[config.mk]
export PLATFORM = sky130hd
export DESIGN_NAME = date_serial_offset
export DESIGN_NICKNAME = d
export VERILOG_FILES = /design/src/dso_pkg.sv /design/src/date_serial_offset.sv /design/src/dso_ctrl.sv /design/src/dso_dp.sv
export SDC_FILE = /design/constraint.sdc
export NUM_CORES = 1
export LEC_CHECK = 0
export ABC_CLOCK_PERIOD_IN_PS = 12620
export BUFFER_PORTS_ARGS = -buffer_cell sky130_fd_sc_hd__buf_2
export CAP_MARGIN = 20
export CORE_ASPECT_RATIO = 0.9
export CORE_MARGIN = 2
export CORE_UTILIZATION = 40
export CTS_BUF_LIST = sky130_fd_sc_hd__clkbuf_4 sky130_fd_sc_hd__clkbuf_8
export CTS_CLUSTER_DIAMETER = 80
export DETAILED_ROUTE_END_ITERATION = 12
export GPL_TIMING_DRIVEN = 0
export PLACE_DENSITY = 0.59
export SLEW_MARGIN = 25
export SYNTH_ARGS = -nofsm -noshare
export SYNTH_HDL_FRONTEND = slang
export SYNTH_SLANG_ARGS = --single-unit
[constraint.sdc]
create_clock -name clk -period 12.62 [get_ports clk]
set_clock_uncertainty 0.2 [all_clocks]
set_input_delay 0 -clock clk [delete_from_list [all_inputs] [get_ports clk]]
set_output_delay 0 -clock clk [all_outputs]
set_load 0.1 [all_outputs]
[src/dso_pkg.sv]
// Shared types, constants and calendar tables for the date serial offset block.
package dso_pkg;

  typedef enum logic [3:0] {
    S_IDLE,
    S_QY,
    S_QP,
    S_DBY,
    S_SER,
    S_SUM,
    S_Y400,
    S_Y100,
    S_Y4,
    S_Y1,
    S_MON,
    S_DONE
  } state_t;

  typedef enum logic [3:0] {
    OP_NONE,
    OP_LOAD,
    OP_QY,
    OP_QP,
    OP_DBY,
    OP_SER,
    OP_SUM,
    OP_STEP,
    OP_NEXT,
    OP_OUT
  } op_t;

  typedef enum logic [2:0] {
    PH_Y400,
    PH_Y100,
    PH_Y4,
    PH_Y1,
    PH_MON
  } phase_t;

  typedef struct packed {
    op_t    op;
    phase_t phase;
  } cmd_t;

  typedef struct packed {
    logic more;
    logic bad;
    logic out_free;
  } stat_t;

  localparam int SER_W = 21;
  localparam int SUM_W = 23;

  localparam logic [SER_W-1:0] DAYS_400 = 21'd146097;
  localparam logic [SER_W-1:0] DAYS_100 = 21'd36524;
  localparam logic [SER_W-1:0] DAYS_4   = 21'd1461;
  localparam logic [SER_W-1:0] DAYS_1   = 21'd365;

  // floor(x / 100) equals (x * 5243) >> 19 for every 12-bit x.
  localparam logic [12:0] DIV100_MUL   = 13'd5243;
  localparam int          DIV100_SHIFT = 19;

  localparam logic [19:0] SERIAL_MAX = 20'hFFFFF;

  function automatic logic [4:0] month_days(input logic leap, input logic [3:0] m);
    logic [4:0] d;
    case (m)
      4'd2:                      d = leap ? 5'd29 : 5'd28;
      4'd4, 4'd6, 4'd9, 4'd11:   d = 5'd30;
      default:                   d = 5'd31;
    endcase
    return d;
  endfunction

  // Days of the year that lie before the first of month m.
  function automatic logic [8:0] days_before_month(input logic leap, input logic [3:0] m);
    logic [8:0] d;
    case (m)
      4'd1:    d = 9'd0;
      4'd2:    d = 9'd31;
      4'd3:    d = 9'd59;
      4'd4:    d = 9'd90;
      4'd5:    d = 9'd120;
      4'd6:    d = 9'd151;
      4'd7:    d = 9'd181;
      4'd8:    d = 9'd212;
      4'd9:    d = 9'd243;
      4'd10:   d = 9'd273;
      4'd11:   d = 9'd304;
      4'd12:   d = 9'd334;
      default: d = 9'd0;
    endcase
    if (leap && m > 4'd2) begin
      d = d + 9'd1;
    end
    return d;
  endfunction

endpackage

[src/date_serial_offset.sv]
// Top level of the date serial offset block: stream ports, sequencer and datapath.
//
// The block takes one date and a signed day offset per input item and returns one result
// item: the shifted date, the serial day number of the given date (1 January of EPOCH_YEAR
// is day 1), a date-valid flag and an out-of-range flag. Items are processed one at a
// time. After the date check, the serial day number and the shift, an invalid date or a
// shift out of range goes straight to the result; otherwise the shifted day number is
// converted back by stepping over each 400-year, 100-year, 4-year and single year block
// and each month, one subtraction of a block length per cycle. The finished result sits
// in an output register, so the next item is accepted while it waits to be taken.
module date_serial_offset #(
  parameter int EPOCH_YEAR = 1901,
  parameter int LAST_YEAR  = 4095
) (
  input  logic        clk,
  input  logic        rst_n,
  input  logic        in_tvalid,
  output logic        in_tready,
  input  logic [47:0] in_tdata,   // year[11:0], month[15:12], day[20:16], offset_days[41:21]
  output logic        out_tvalid,
  input  logic        out_tready,
  output logic [47:0] out_tdata,  // result_year[11:0], result_month[15:12],
                                  // result_day[20:16], serial_of_input[40:21]
  output logic [1:0]  out_tuser   // date_valid[0], out_of_range[1]
);

  dso_pkg::cmd_t  cmd;
  dso_pkg::stat_t stat;

  logic [11:0] res_year;
  logic [3:0]  res_month;
  logic [4:0]  res_day;
  logic [19:0] res_serial;
  logic        res_valid;
  logic        res_oor;

  dso_ctrl u_ctrl (
    .clk       (clk),
    .rst_n     (rst_n),
    .in_tvalid (in_tvalid),
    .in_tready (in_tready),
    .stat      (stat),
    .cmd       (cmd)
  );

  dso_dp #(
    .EPOCH_YEAR (EPOCH_YEAR),
    .LAST_YEAR  (LAST_YEAR)
  ) u_dp (
    .clk                 (clk),
    .rst_n               (rst_n),
    .cmd                 (cmd),
    .stat                (stat),
    .in_year             (in_tdata[11:0]),
    .in_month            (in_tdata[15:12]),
    .in_day              (in_tdata[20:16]),
    .in_offset_days      ($signed(in_tdata[41:21])),
    .out_tready          (out_tready),
    .out_valid           (out_tvalid),
    .out_result_year     (res_year),
    .out_result_month    (res_month),
    .out_result_day      (res_day),
    .out_serial_of_input (res_serial),
    .out_date_valid      (res_valid),
    .out_out_of_range    (res_oor)
  );

  assign out_tdata = {7'd0, res_serial, res_day, res_month, res_year};
  assign out_tuser = {res_oor, res_valid};

  a_oor_needs_valid : assert property (@(posedge clk) disable iff (!rst_n)
    out_tvalid && out_tuser[1] |-> out_tuser[0])
    else $error("out_of_range reported for an invalid date");

  a_invalid_zero : assert property (@(posedge clk) disable iff (!rst_n)
    out_tvalid && !out_tuser[0] |-> out_tdata == 48'd0)
    else $error("invalid date gave nonzero result fields");

  a_date_sane : assert property (@(posedge clk) disable iff (!rst_n)
    out_tvalid && out_tuser[0] && !out_tuser[1]
      |-> out_tdata[15:12] >= 4'd1 && out_tdata[15:12] <= 4'd12 && out_tdata[20:16] >= 5'd1)
    else $error("shifted date has an impossible month or day");

  a_one_at_a_time : assert property (@(posedge clk) disable iff (!rst_n)
    in_tvalid && in_tready |=> !in_tready)
    else $error("second item accepted while one is in work");

endmodule

[src/dso_ctrl.sv]
// Sequencer that steps the datapath through check, serial, shift and conversion back.
module dso_ctrl (
  input  logic           clk,
  input  logic           rst_n,
  input  logic           in_tvalid,
  output logic           in_tready,
  input  dso_pkg::stat_t stat,
  output dso_pkg::cmd_t  cmd
);

  dso_pkg::state_t state_r, state_nxt;

  always_ff @(posedge clk) begin
    if (!rst_n) begin
      state_r <= dso_pkg::S_IDLE;
    end else begin
      state_r <= state_nxt;
    end
  end

  always_comb begin
    state_nxt = state_r;
    cmd.op    = dso_pkg::OP_NONE;
    cmd.phase = dso_pkg::PH_Y400;
    in_tready = 1'b0;
    case (state_r)
      dso_pkg::S_IDLE: begin
        in_tready = 1'b1;
        if (in_tvalid) begin
          cmd.op    = dso_pkg::OP_LOAD;
          state_nxt = dso_pkg::S_QY;
        end
      end
      dso_pkg::S_QY: begin
        cmd.op    = dso_pkg::OP_QY;
        state_nxt = dso_pkg::S_QP;
      end
      dso_pkg::S_QP: begin
        cmd.op    = dso_pkg::OP_QP;
        state_nxt = dso_pkg::S_DBY;
      end
      dso_pkg::S_DBY: begin
        cmd.op    = dso_pkg::OP_DBY;
        state_nxt = dso_pkg::S_SER;
      end
      dso_pkg::S_SER: begin
        cmd.op    = dso_pkg::OP_SER;
        state_nxt = dso_pkg::S_SUM;
      end
      dso_pkg::S_SUM: begin
        cmd.op    = dso_pkg::OP_SUM;
        state_nxt = dso_pkg::S_Y400;
      end
      dso_pkg::S_Y400: begin
        cmd.phase = dso_pkg::PH_Y400;
        if (stat.bad) begin
          state_nxt = dso_pkg::S_DONE;
        end else if (stat.more) begin
          cmd.op = dso_pkg::OP_STEP;
        end else begin
          cmd.op    = dso_pkg::OP_NEXT;
          state_nxt = dso_pkg::S_Y100;
        end
      end
      dso_pkg::S_Y100: begin
        cmd.phase = dso_pkg::PH_Y100;
        if (stat.more) begin
          cmd.op = dso_pkg::OP_STEP;
        end else begin
          cmd.op    = dso_pkg::OP_NEXT;
          state_nxt = dso_pkg::S_Y4;
        end
      end
      dso_pkg::S_Y4: begin
        cmd.phase = dso_pkg::PH_Y4;
        if (stat.more) begin
          cmd.op = dso_pkg::OP_STEP;
        end else begin
          cmd.op    = dso_pkg::OP_NEXT;
          state_nxt = dso_pkg::S_Y1;
        end
      end
      dso_pkg::S_Y1: begin
        cmd.phase = dso_pkg::PH_Y1;
        if (stat.more) begin
          cmd.op = dso_pkg::OP_STEP;
        end else begin
          cmd.op    = dso_pkg::OP_NEXT;
          state_nxt = dso_pkg::S_MON;
        end
      end
      dso_pkg::S_MON: begin
        cmd.phase = dso_pkg::PH_MON;
        if (stat.more) begin
          cmd.op = dso_pkg::OP_STEP;
        end else begin
          state_nxt = dso_pkg::S_DONE;
        end
      end
      dso_pkg::S_DONE: begin
        if (stat.out_free) begin
          cmd.op    = dso_pkg::OP_OUT;
          state_nxt = dso_pkg::S_IDLE;
        end
      end
      default: begin
        state_nxt = dso_pkg::S_IDLE;
      end
    endcase
  end

endmodule

[src/dso_dp.sv]
// Datapath: date check, serial day number, shift and group-wise conversion back to a date.
module dso_dp #(
  parameter int EPOCH_YEAR = 1901,
  parameter int LAST_YEAR  = 4095
) (
  input  logic                clk,
  input  logic                rst_n,
  input  dso_pkg::cmd_t       cmd,
  output dso_pkg::stat_t      stat,
  input  logic [11:0]         in_year,
  input  logic [3:0]          in_month,
  input  logic [4:0]          in_day,
  input  logic signed [20:0]  in_offset_days,
  input  logic                out_tready,
  output logic                out_valid,
  output logic [11:0]         out_result_year,
  output logic [3:0]          out_result_month,
  output logic [4:0]          out_result_day,
  output logic [19:0]         out_serial_of_input,
  output logic                out_date_valid,
  output logic                out_out_of_range
);

  localparam int EP  = EPOCH_YEAR - 1;
  localparam int DBE = EP * 365 + EP / 4 - EP / 100 + EP / 400;
  localparam int LP  = LAST_YEAR;
  localparam int LAST_SER_I = LP * 365 + LP / 4 - LP / 100 + LP / 400 - DBE;

  localparam logic [dso_pkg::SER_W-1:0]        DBE_V    = dso_pkg::SER_W'(DBE);
  localparam logic signed [dso_pkg::SUM_W-1:0] DBE_S    = dso_pkg::SUM_W'(DBE);
  localparam logic signed [dso_pkg::SUM_W-1:0] LAST_SER = dso_pkg::SUM_W'(LAST_SER_I);
  localparam logic [11:0] EPOCH_V = 12'(EPOCH_YEAR);
  localparam logic [11:0] LAST_V  = 12'(LAST_YEAR);

  logic [11:0]               year_r;
  logic [3:0]                month_r;
  logic [4:0]                day_r;
  logic signed [20:0]        offset_r;
  logic [5:0]                q_r;
  logic                      leap_in_r;
  logic                      valid_r;
  logic [dso_pkg::SER_W-1:0] dby_r;
  logic [dso_pkg::SER_W-1:0] serial_r;
  logic                      oor_r;
  logic [dso_pkg::SER_W-1:0] rem_r;
  logic [11:0]               yr_r;
  logic [4:0]                cnt_r;
  logic                      cent4_r;
  logic                      g24_r;
  logic                      leap_out_r;
  logic [3:0]                mon_r;
  logic                      out_valid_r;

  logic [11:0]                      p;
  logic [11:0]                      mul_in;
  logic [24:0]                      prod;
  logic [5:0]                       q;
  logic signed [dso_pkg::SUM_W-1:0] sum;
  logic signed [dso_pkg::SUM_W-1:0] abs_day;
  logic [dso_pkg::SER_W-1:0]        step_c;
  logic [11:0]                      yr_inc;
  logic                             cap_ok;
  logic [4:0]                       md_in;
  logic                             chk;

  assign p      = year_r - 12'd1;
  assign mul_in = (cmd.op == dso_pkg::OP_QY) ? year_r : p;
  assign prod   = {13'd0, mul_in} * {12'd0, dso_pkg::DIV100_MUL};
  assign q      = prod[dso_pkg::DIV100_SHIFT +: 6];

  assign sum     = $signed({2'b00, serial_r}) + $signed({{2{offset_r[20]}}, offset_r});
  assign abs_day = sum + DBE_S - dso_pkg::SUM_W'(1);

  assign md_in = dso_pkg::month_days(leap_in_r, month_r);
  assign chk   = (year_r >= EPOCH_V) && (year_r <= LAST_V) && (month_r >= 4'd1)
                 && (month_r <= 4'd12) && (day_r >= 5'd1) && (day_r <= md_in);

  always_comb begin
    step_c = dso_pkg::DAYS_1;
    yr_inc = 12'd0;
    cap_ok = 1'b1;
    case (cmd.phase)
      dso_pkg::PH_Y400: begin
        step_c = dso_pkg::DAYS_400;
        yr_inc = 12'd400;
      end
      dso_pkg::PH_Y100: begin
        step_c = dso_pkg::DAYS_100;
        yr_inc = 12'd100;
        cap_ok = cnt_r < 5'd3;
      end
      dso_pkg::PH_Y4: begin
        step_c = dso_pkg::DAYS_4;
        yr_inc = 12'd4;
      end
      dso_pkg::PH_Y1: begin
        step_c = dso_pkg::DAYS_1;
        yr_inc = 12'd1;
        cap_ok = cnt_r < 5'd3;
      end
      dso_pkg::PH_MON: begin
        step_c = {16'd0, dso_pkg::month_days(leap_out_r, mon_r)};
        cap_ok = mon_r < 4'd12;
      end
      default: begin
        cap_ok = 1'b0;
      end
    endcase
  end

  assign stat.more     = (rem_r >= step_c) && cap_ok;
  assign stat.bad      = !valid_r || oor_r;
  assign stat.out_free = !out_valid_r || out_tready;

  always_ff @(posedge clk) begin
    case (cmd.op)
      dso_pkg::OP_LOAD: begin
        year_r   <= in_year;
        month_r  <= in_month;
        day_r    <= in_day;
        offset_r <= in_offset_days;
      end
      dso_pkg::OP_QY: begin
        q_r <= q;
      end
      dso_pkg::OP_QP: begin
        // Divisible by 4, and not a century unless the century is divisible by 4.
        leap_in_r <= (year_r[1:0] == 2'b00)
                     && ((year_r != 12'(12'(q_r) * 12'd100)) || (q_r[1:0] == 2'b00));
        q_r <= q;
      end
      dso_pkg::OP_DBY: begin
        dby_r   <= dso_pkg::SER_W'(p) * dso_pkg::SER_W'(365) + dso_pkg::SER_W'(p[11:2])
                   - dso_pkg::SER_W'(q_r) + dso_pkg::SER_W'(q_r[5:2]);
        valid_r <= chk;
      end
      dso_pkg::OP_SER: begin
        serial_r <= dby_r - DBE_V
                    + dso_pkg::SER_W'(dso_pkg::days_before_month(leap_in_r, month_r))
                    + dso_pkg::SER_W'(day_r);
      end
      dso_pkg::OP_SUM: begin
        oor_r <= (sum < dso_pkg::SUM_W'(1)) || (sum > LAST_SER);
        // Day count from 1 January of year 1, starting at zero.
        rem_r <= abs_day[dso_pkg::SER_W-1:0];
        yr_r  <= 12'd1;
        cnt_r <= 5'd0;
        mon_r <= 4'd1;
      end
      dso_pkg::OP_STEP: begin
        rem_r <= rem_r - step_c;
        cnt_r <= cnt_r + 5'd1;
        yr_r  <= yr_r + yr_inc;
        if (cmd.phase == dso_pkg::PH_MON) begin
          mon_r <= mon_r + 4'd1;
        end
      end
      dso_pkg::OP_NEXT: begin
        cnt_r <= 5'd0;
        if (cmd.phase == dso_pkg::PH_Y100) begin
          cent4_r <= cnt_r == 5'd3;
        end
        if (cmd.phase == dso_pkg::PH_Y4) begin
          g24_r <= cnt_r == 5'd24;
        end
        // The last year of a four-year group is leap, except a century not divisible by 400.
        if (cmd.phase == dso_pkg::PH_Y1) begin
          leap_out_r <= (cnt_r == 5'd3) && (!g24_r || cent4_r);
        end
      end
      dso_pkg::OP_OUT: begin
        out_date_valid   <= valid_r;
        out_out_of_range <= valid_r && oor_r;
        if (!valid_r) begin
          out_serial_of_input <= 20'd0;
        end else if (serial_r > dso_pkg::SER_W'(dso_pkg::SERIAL_MAX)) begin
          out_serial_of_input <= dso_pkg::SERIAL_MAX;
        end else begin
          out_serial_of_input <= serial_r[19:0];
        end
        if (valid_r && !oor_r) begin
          out_result_year  <= yr_r;
          out_result_month <= mon_r;
          out_result_day   <= rem_r[4:0] + 5'd1;
        end else begin
          out_result_year  <= 12'd0;
          out_result_month <= 4'd0;
          out_result_day   <= 5'd0;
        end
      end
      default: begin
      end
    endcase
  end

  always_ff @(posedge clk) begin
    if (!rst_n) begin
      out_valid_r <= 1'b0;
    end else if (cmd.op == dso_pkg::OP_OUT) begin
      out_valid_r <= 1'b1;
    end else if (out_tready) begin
      out_valid_r <= 1'b0;
    end
  end

  assign out_valid = out_valid_r;

endmodule

# Word level (Yosys, flattened, before mapping)
# Memories as Yosys holds them, arrays and structs flattened. A register that Yosys moved wholly into a read port is not among the register bits.
# Cells that the tools add are included.
[totals]
mem_count = 1
rom_bits = 144
ff_bits = 186
elab_cells = 179
inputBits = 52
[memory_table]
columns = ["name", "depth", "width", "read_ports", "rd_clocked_by_memory_dff", "wr", "line_no", "text"]
rows = [
  ["(no name shown)", 16, 9, 1, 1, 0, "dso_pkg.sv:78", "case (m)"],
]
[classes]
n_eq_ne = 45
n_reduce_logical = 39
n_mul = 3
n_addsub = 16
n_mux = 37
order_cmp = 13
[ops]
columns = ["operator", "n"]
rows = [
  ["one-hot mux 18 bit (4 select lines)", 1],
  ["two-way mux 4 bit", 13],
  ["== test 4 x 3 -> 1 bit, second input constant", 12],
  ["one-hot mux 4 bit (12 select lines)", 1],
  ["one-hot mux 21 bit (2 select lines)", 1],
  ["== test 4 bit, second input constant", 10],
  ["one-hot mux 4 bit (10 select lines)", 1],
  ["one-hot mux 9 bit (4 select lines)", 1],
  ["one-hot mux 5 bit (2 select lines)", 3],
  ["two-way mux 9 bit", 3],
  ["multiplier 12 x 13 -> 25 bit, second input constant", 1],
  ["== test 4 x 2 -> 1 bit, second input constant", 6],
  ["one-hot mux 12 bit (2 select lines)", 1],
  ["adder 22 x 21 -> 23 bit", 1],
  ["> comparator 23 x 21 -> 1 bit, second input constant", 1],
  ["< comparator 23 x 2 -> 1 bit, second input constant", 1],
  ["adder 21 x 10 -> 21 bit", 1],
  ["adder 21 bit, second input constant", 1],
  ["adder 21 x 4 -> 21 bit", 1],
  ["adder 21 x 5 -> 21 bit", 1],
  ["adder 21 x 9 -> 21 bit", 1],
  [">= comparator 21 x 18 -> 1 bit", 1],
  ["> comparator 21 x 20 -> 1 bit, second input constant", 1],
  ["multiplier 12 x 9 -> 21 bit, second input constant", 1],
  ["other kinds (48)", 88],
]

# Logic depth before layout (Yosys ltp)
# Gate-level depths: netlist (run 1).
[logic_depth]
ltp_word = 16
ltp_mapped = 29
ltp_nobuf = 29

# Hierarchy
# From an unflattened synthesis (run 1), not the netlist that was laid out.
[unflattened]
hier_cells = 1797
hier_area_um2 = 18296.3
[modules_own_cells]
columns = ["module", "instances", "seq_area_each_um2", "cells_per_inst", "area_per_inst_um2"]
rows = [
  ["dso_dp", 1, 5635.4, 1720, 17769.5],
  ["dso_ctrl", 1, 80.1, 67, 455.4],
  ["date_serial_offset", 1, 0.0, 10, 71.3],
]

# Least setup slack after synthesis (run 1)
# Ideal clock, no wire load.
[synth_path]
path_type = "reg2reg"
start = "reg u_dp.year_r[0]"
end = "reg u_dp.q_r[5], data pin"
setup_slack_ps = 5055
arrival_time_ps = 7103
setup_ps = 262
stages_incl_launch_ff = 27
path_cell_list = "edfxtp_1 > inv_1 > ha_1 > nand2_1 > or3_1 > or3_1 > nand2b_1 > nor3_1 > xor2_1 > fa_1 > xor2_1 > ha_1 > fa_1 > fa_1 > inv_1 > fa_1 > inv_1 > ha_1 > a21o_1 > a21o_1 > a21o_1 > a21o_1 > a211oi_1 > o21ai_0 > a31o_2 > a21oi_1 > xor2_1"
[synth_via]
elab_chain_cells = 3
[synth_rtl]
columns = ["item", "line_no", "text"]
rows = [
  ["from (decl)", "dso_dp.sv:35", "logic [11:0] year_r;"],
  ["from (signal assigned)", "dso_dp.sv:118", "year_r <= in_year;"],
  ["subtractor 12 x 1 -> 12 bit", "dso_dp.sv:66", "assign p = year_r - 12'd1;"],
  ["two-way mux 12 bit (*)", "dso_dp.sv:67", "assign mul_in = (cmd.op == dso_pkg::OP_QY) ? year_r : p;"],
  ["multiplier 12 x 13 -> 25 bit (*)", "dso_dp.sv:68", "assign prod = {13'd0, mul_in} * {12'd0, dso_pkg::DIV100_MUL};"],
  ["via u_dp.prod[24]", "dso_dp.sv:56", "logic [24:0] prod;"],
  ["to (signal assigned)", "dso_dp.sv:124", "q_r <= q;"],
  ["to (signal assigned)", "dso_dp.sv:130", "q_r <= q;"],
  ["to (decl)", "dso_dp.sv:39", "logic [5:0] q_r;"],
]
# Mark *: on every way through the listed nets, which the timed path passes. The rest lies on a longest branch.
# A chain may end at the register's enable or synchronous reset.

# Worst setup path after layout (run 1)
# Same ends and word-level chain as after synthesis.

==> impl_metrics.json, run 1 <==
{
  "grtUsageTotal_pct": 17.3,
  "die_width_um": 229,
  "max_freq_mhz": 120,
  "cts_tree": "done",
  "setup_viol": 0,
  "gp_congestion": 0.893,
  "route.detailed.drc": 0,
  "fin_tns_setup_ns": 0,
  "crit_type": "reg -> reg",
  "ys_async_sr_fraction_pct": 0,
  "ioPinCount": 104,
  "synth_flop_cell": "edfxtp_1",
  "period_minus_slack_ns": 8.36,
  "status": "finished clean",
  "clock_latency_ns": 0.52,
  "regToRegSetupSlack_ns": 4.26,
  "syn_avg_cell_area_um2": 10.3,
  "start_util_pct": 40.3,
  "cts_buffers": 17,
  "clk_pin_slew_ns": 0.11,
  "drive_gt1_share_pct": 9.16,
  "grt_pass1_vias": 13100,
  "drt_iter0_drc": 719,
  "root_buffer": "clkbuf_8",
  "worst_slew_pin_slew_ns": 0.903,
  "cts.repair.resized": 0,
  "hp-class": "in -> reg",
  "synth_cells": 1760,
  "die_h_um": 206,
  "slew_headroom_pct": 39.3,
  "crit_path_start_kind": "flip-flop",
  "cts.path.max_buffers": 2,
  "ys_ff_latch": 195,
  "synth_area_leaders": "edfxtp_1 (30%), ha_1 (19%), fa_1 (13%), inv_1 (5.9%), xnor2_1 (4.7%)",
  "diodes": 0,
  "vias_per_cell": 5.01,
  "htree_num_levels": 4,
  "critical_path_arrival_ns": 8.53,
  "synth.distinct_cells": 79,
  "grt_pass1_wl_um": 65100,
  "yosysWarnings": 0,
  "clock-sinks": 195,
  "drv_slew": 0,
  "via_count": 13000,
  "portBuffers": 90,
  "wl_per_cell_um": 15.2,
  "synth-seq-area-share_pct": 31.4,
  "syn_area_mm2": 0.0182,
  "yosysTopAreaCell": "edfxtp_1",
  "synth-edff-count": 181,
  "core_mm2": 0.0451,
  "firstDrtPassIters": 5,
  "path_max_fanout": 8,
  "std_cell_rows": 74,
  "die-area_mm2": 0.0472,
  "yosysTopAreaCellShare_pct": 29.9,
  "maxCapViolCount": 0,
  "routed_wl_um": 39400,
  "timing.final.crit_share_pct": 66.3,
  "hold_violations": 0,
  "fin_nets": 2412,
  "grt_max_degree": 26,
  "end_kind": "flip-flop",
  "worstPathRequired_ns": 12.78,
  "antenna_left": 0,
  "hpwlAfterDp_um": 32000,
  "area_growth_syn_to_layout_pct": 14.7,
  "rsz0062_at_grt": "no",
  "antenna_found_initial": 0,
  "grt-ovfl-total": 0
}
final cells by class:
type	instances	area, um2
Timing Repair Buffer	189	1450
Buffer	39	180
Clock buffer	17	234
Tap cell	608	761
Clock inverter	15	189
Inverter	289	1080
Fill cell	4238	24200
Multi-Input combinational cell	1243	11300
Sequential cell	195	5720
per-stage QoR:
stage                     worst slack [ns]  area [um2]  hold slack [ns]  cells  utilization [%]
after global placement                4.26       19400          -0.0235   2464             43.1
after detailed placement              4.19       19600          -0.0219   2475             43.4
after global routing                  3.72       20900          0.00133   2595             46.3
after CTS                             4.19       20900          0.00421   2595             46.3
after floorplan                       5.06       18200           -0.101   1766                -
final                                 4.26       20900           0.0376   2595             46.3
sequential cells by signal, summed over array words and instances (netlist names), 5 cells and up, named ones only:
name	count
u_dp.cnt_r	5
u_dp.day_r	5
u_dp.dby_r	21
u_dp.offset_r	21
u_dp.out_result_day	5
u_dp.out_result_year	12
u_dp.out_serial_of_input	20
u_dp.q_r	6
u_dp.rem_r	21
u_dp.serial_r	21
u_dp.year_r	12
u_dp.yr_r	12
worst max-delay path, cell delays in order, from the launching register on:
cell and delay (ns):
edfxtp_1 0.59, inv_1 0.28, ha_1 0.35, nand2_1 0.13, or3_1 0.37, or3_1 0.37
nand2b_1 0.20, nor3_1 0.32, xor2_1 0.55, fa_1 0.56, xor2_1 0.19, ha_1 0.31
fa_1 0.51, fa_1 0.54, inv_1 0.05, fa_1 0.53, inv_1 0.04, ha_1 0.30
a21o_1 0.16, a21o_1 0.17, a21o_1 0.18, a21o_1 0.19, a211oi_1 0.29, o21ai_0 0.19
a31o_2 0.28, a21oi_1 0.17, xor2_1 0.19
cells in the final DEF (no fill, tap or decap), types with 14 or more instances in the layout:
cell           Yosys  layout
a21o_1            38      38
a21oi_1           70      70
a31oi_1           15      15
and2_1            27      27
buf_2              0      90
buf_4              9      18
clkbuf_1          29      29
clkbuf_8           0      17
dfxtp_1           14      14
dlygate4sd3_1      0      88
edfxtp_1         181     181
fa_1             116     116
ha_1             270     270
inv_1            288     287
nand2_1           83      82
nand2b_1          25      25
nand3_1           27      27
nor2_1            87      87
nor2b_1           17      17
nor3_1            35      31
o21a_1            29      29
o21ai_0           53      53
or3_1             14      14
xnor2_1           98      98
xor2_1            53      53
final timing paths:
check | from | endpoint | depth (start not counted)
worst max register to register | u_dp.year_r[0] | u_dp.q_r[5] | 26
worst min register to register | u_dp.g24_r | u_dp.leap_out_r | 1
worst min-delay path | in_tdata[13] | u_dp.month_r[1] | 2
worst max-delay path | u_dp.year_r[0] | u_dp.q_r[5] | 26
Yosys cell counts, drive strengths merged (14+ instances only):
master,instances
a211oi,14
a21o,38
a21oi,71
a31oi,15
and2,27
clkbuf,29
dfxtp,14
edfxtp,181
fa,116
ha,270
inv,289
nand2,83
nand2b,25
nand3,27
nor2,87
nor2b,17
nor3,35
o21a,31
o21ai,55
or3,14
xnor2,98
xor2,53
what timing repair did:
item / CTS / global route
buffers inserted: 0 / 0
hold buffers: 88 / 0
hold endpoints to repair: 57 / 0
setup endpoints to repair: 0 / 0
layer usage:
metal  wire (um)  track usage (%)  up-vias
met3        1440             2.87       39
met4         670             4.55        0
met5           0                0        -
met1       18200             22.3     6268
met2       19100             30.4      228
li1            -                -     6471
logic make-up (layout without fill, tap and decap cells):
group,Yosys count,after routing,share of synthesized area [%]
fa+ha+maj,386,386,31.3
simple gates,375,375,10.3
buf+inv,328,549,6.96
compound gates,313,313,12.0
flops,195,195,31.4
xor+xnor,151,151,7.27
mux,11,11,0.619
other cells,1,7,0.0206
Power of run 1 is not shown: default switching activity piles up to over one toggle a cycle in this logic, so the estimate is an artifact.
==> run 2: changes to the inputs <==
ABC_CLOCK_PERIOD_IN_PS = 8300   (was 12620)
clock period = 8.3 ns   (was 12.62 ns; I/O delays follow)
==> impl_metrics.json, run 2 (synthesized netlist as in run 1, its figures left out) <==
{
  "grt_pass1_vias": 13100,
  "cts_tree": "done",
  "wl_per_cell_um": 15.1,
  "grtUsageTotal_pct": 17.3,
  "rsz0062_at_grt": "no",
  "status": "finished clean",
  "fin_nets": 2419,
  "drive_gt1_share_pct": 9.78,
  "gp_congestion": 0.893,
  "antenna_left": 0,
  "hpwlAfterDp_um": 32000,
  "num-fill-cells": 4229,
  "crit_type": "reg -> reg",
  "clock-sinks": 195,
  "grt_max_degree": 26,
  "grt-ovfl-total": 0,
  "ioPinCount": 104,
  "core_mm2": 0.0451,
  "end_kind": "flip-flop",
  "worstPathRequired_ns": 8.46,
  "drv_slew": 0,
  "firstDrtPassIters": 5,
  "start_util_pct": 40.3,
  "stdcell_count": 2602,
  "via_count": 13000,
  "hold_violations": 0,
  "std_cell_rows": 74,
  "die_width_um": 229,
  "crit_path_start_kind": "flip-flop",
  "routed_wl_um": 39400,
  "grt_pass1_wl_um": 65100,
  "cts.path.max_buffers": 2,
  "layout_common_cells": "inv_1 (286), ha_1 (269), edfxtp_1 (181)",
  "vias_per_cell": 5.00,
  "antenna_found_initial": 0,
  "die_h_um": 206,
  "area_growth_syn_to_layout_pct": 15.2,
  "route.detailed.drc": 0,
  "period_minus_slack_ns": 7.82,
  "clock_latency_ns": 0.53,
  "place_inst": 2475,
  "clk_pin_slew_ns": 0.11,
  "slew_headroom_pct": 38.6,
  "critical_path_arrival_ns": 7.98,
  "setup_viol": 0,
  "drt_iter0_drc": 682,
  "diodes": 0,
  "worst_slew_pin_slew_ns": 0.913,
  "max_freq_mhz": 128,
  "maxCapViolCount": 0,
  "htree_num_levels": 4,
  "crit_slowest_cell": "edfxtp_1",
  "path_max_fanout": 8,
  "portBuffers": 90,
  "root_buffer": "clkbuf_8",
  "timing.final.crit_share_pct": 94.2,
  "layout_commonest_cell": "inv_1",
  "cts_buffers": 17,
  "die-area_mm2": 0.0472,
  "slowest_delay_ns": 0.54,
  "hp-class": "in -> reg"
}
-- run 2: area by class of cell --
class	instances	area [um2]	share of cell area, %
multi-input combinational	1243	11300	53.9
clock buffer	17	234	1.12
timing repair buffer	196	1500	7.16
inverter	289	1080	5.18
tap	608	761	3.63
buffer	39	180	0.860
clock inverter	15	189	0.902
sequential	195	5720	27.3
-- run 2: timing repair --
action,CTS,global route
hold endpoints to repair,57,0
hold buffers,88,0
endpoints found under the setup margin,1,4
resized for setup,1,5
buffers inserted,0,7
-- run 2: layer usage --
metal | vias up | wire, um | global-route usage, %
li1 | 6489 | - | -
met1 | 6265 | 18300 | 22.3
met2 | 219 | 19100 | 30.4
met3 | 40 | 1340 | 2.87
met4 | 0 | 677 | 4.55
met5 | - | 0 | 0
-- run 2: critical path, delay by kind of cell, from the launching register on --
kind	cells	cell delay [ns]
AO/OA/AOI/OAI	9	1.83
XOR/XNOR	2	0.46
adder cells (fa/ha/maj)	7	2.99
buffers and inverters	6	0.58
flip-flops	1	0.54
AND/OR/NAND/NOR	4	1.06
-- run 2: final timing paths --
kind | from | end | slack (ns) | cells past startpoint
max | u_dp.year_r[0] | u_dp.q_r[5] | 0.48 | 28
min | in_tdata[13] | u_dp.month_r[1] | 0.04 | 2
max reg2reg | u_dp.year_r[0] | u_dp.q_r[5] | 0.48 | 28
min reg2reg | u_dp.g24_r | u_dp.leap_out_r | 0.35 | 1
-- run 2: per-stage QoR --
step / TNS, ns / utilization, % / instance area [um2] / setup slack [ns] / hold WS, ns
after CTS: 0 / 46.3 / 20900 / 0.00968 / 0.00421
final: 0 / 46.5 / 20900 / 0.484 / 0.0354
after floorplan: 0 / - / 18200 / 0.735 / -0.101
after detailed placement: -0.130 / 43.4 / 19600 / -0.130 / -0.0219
after global routing: 0 / 46.5 / 20900 / 0.0556 / 0.00133
after global placement: -0.0626 / 43.1 / 19400 / -0.0626 / -0.0235
Power of run 2 is left out for the same reason.
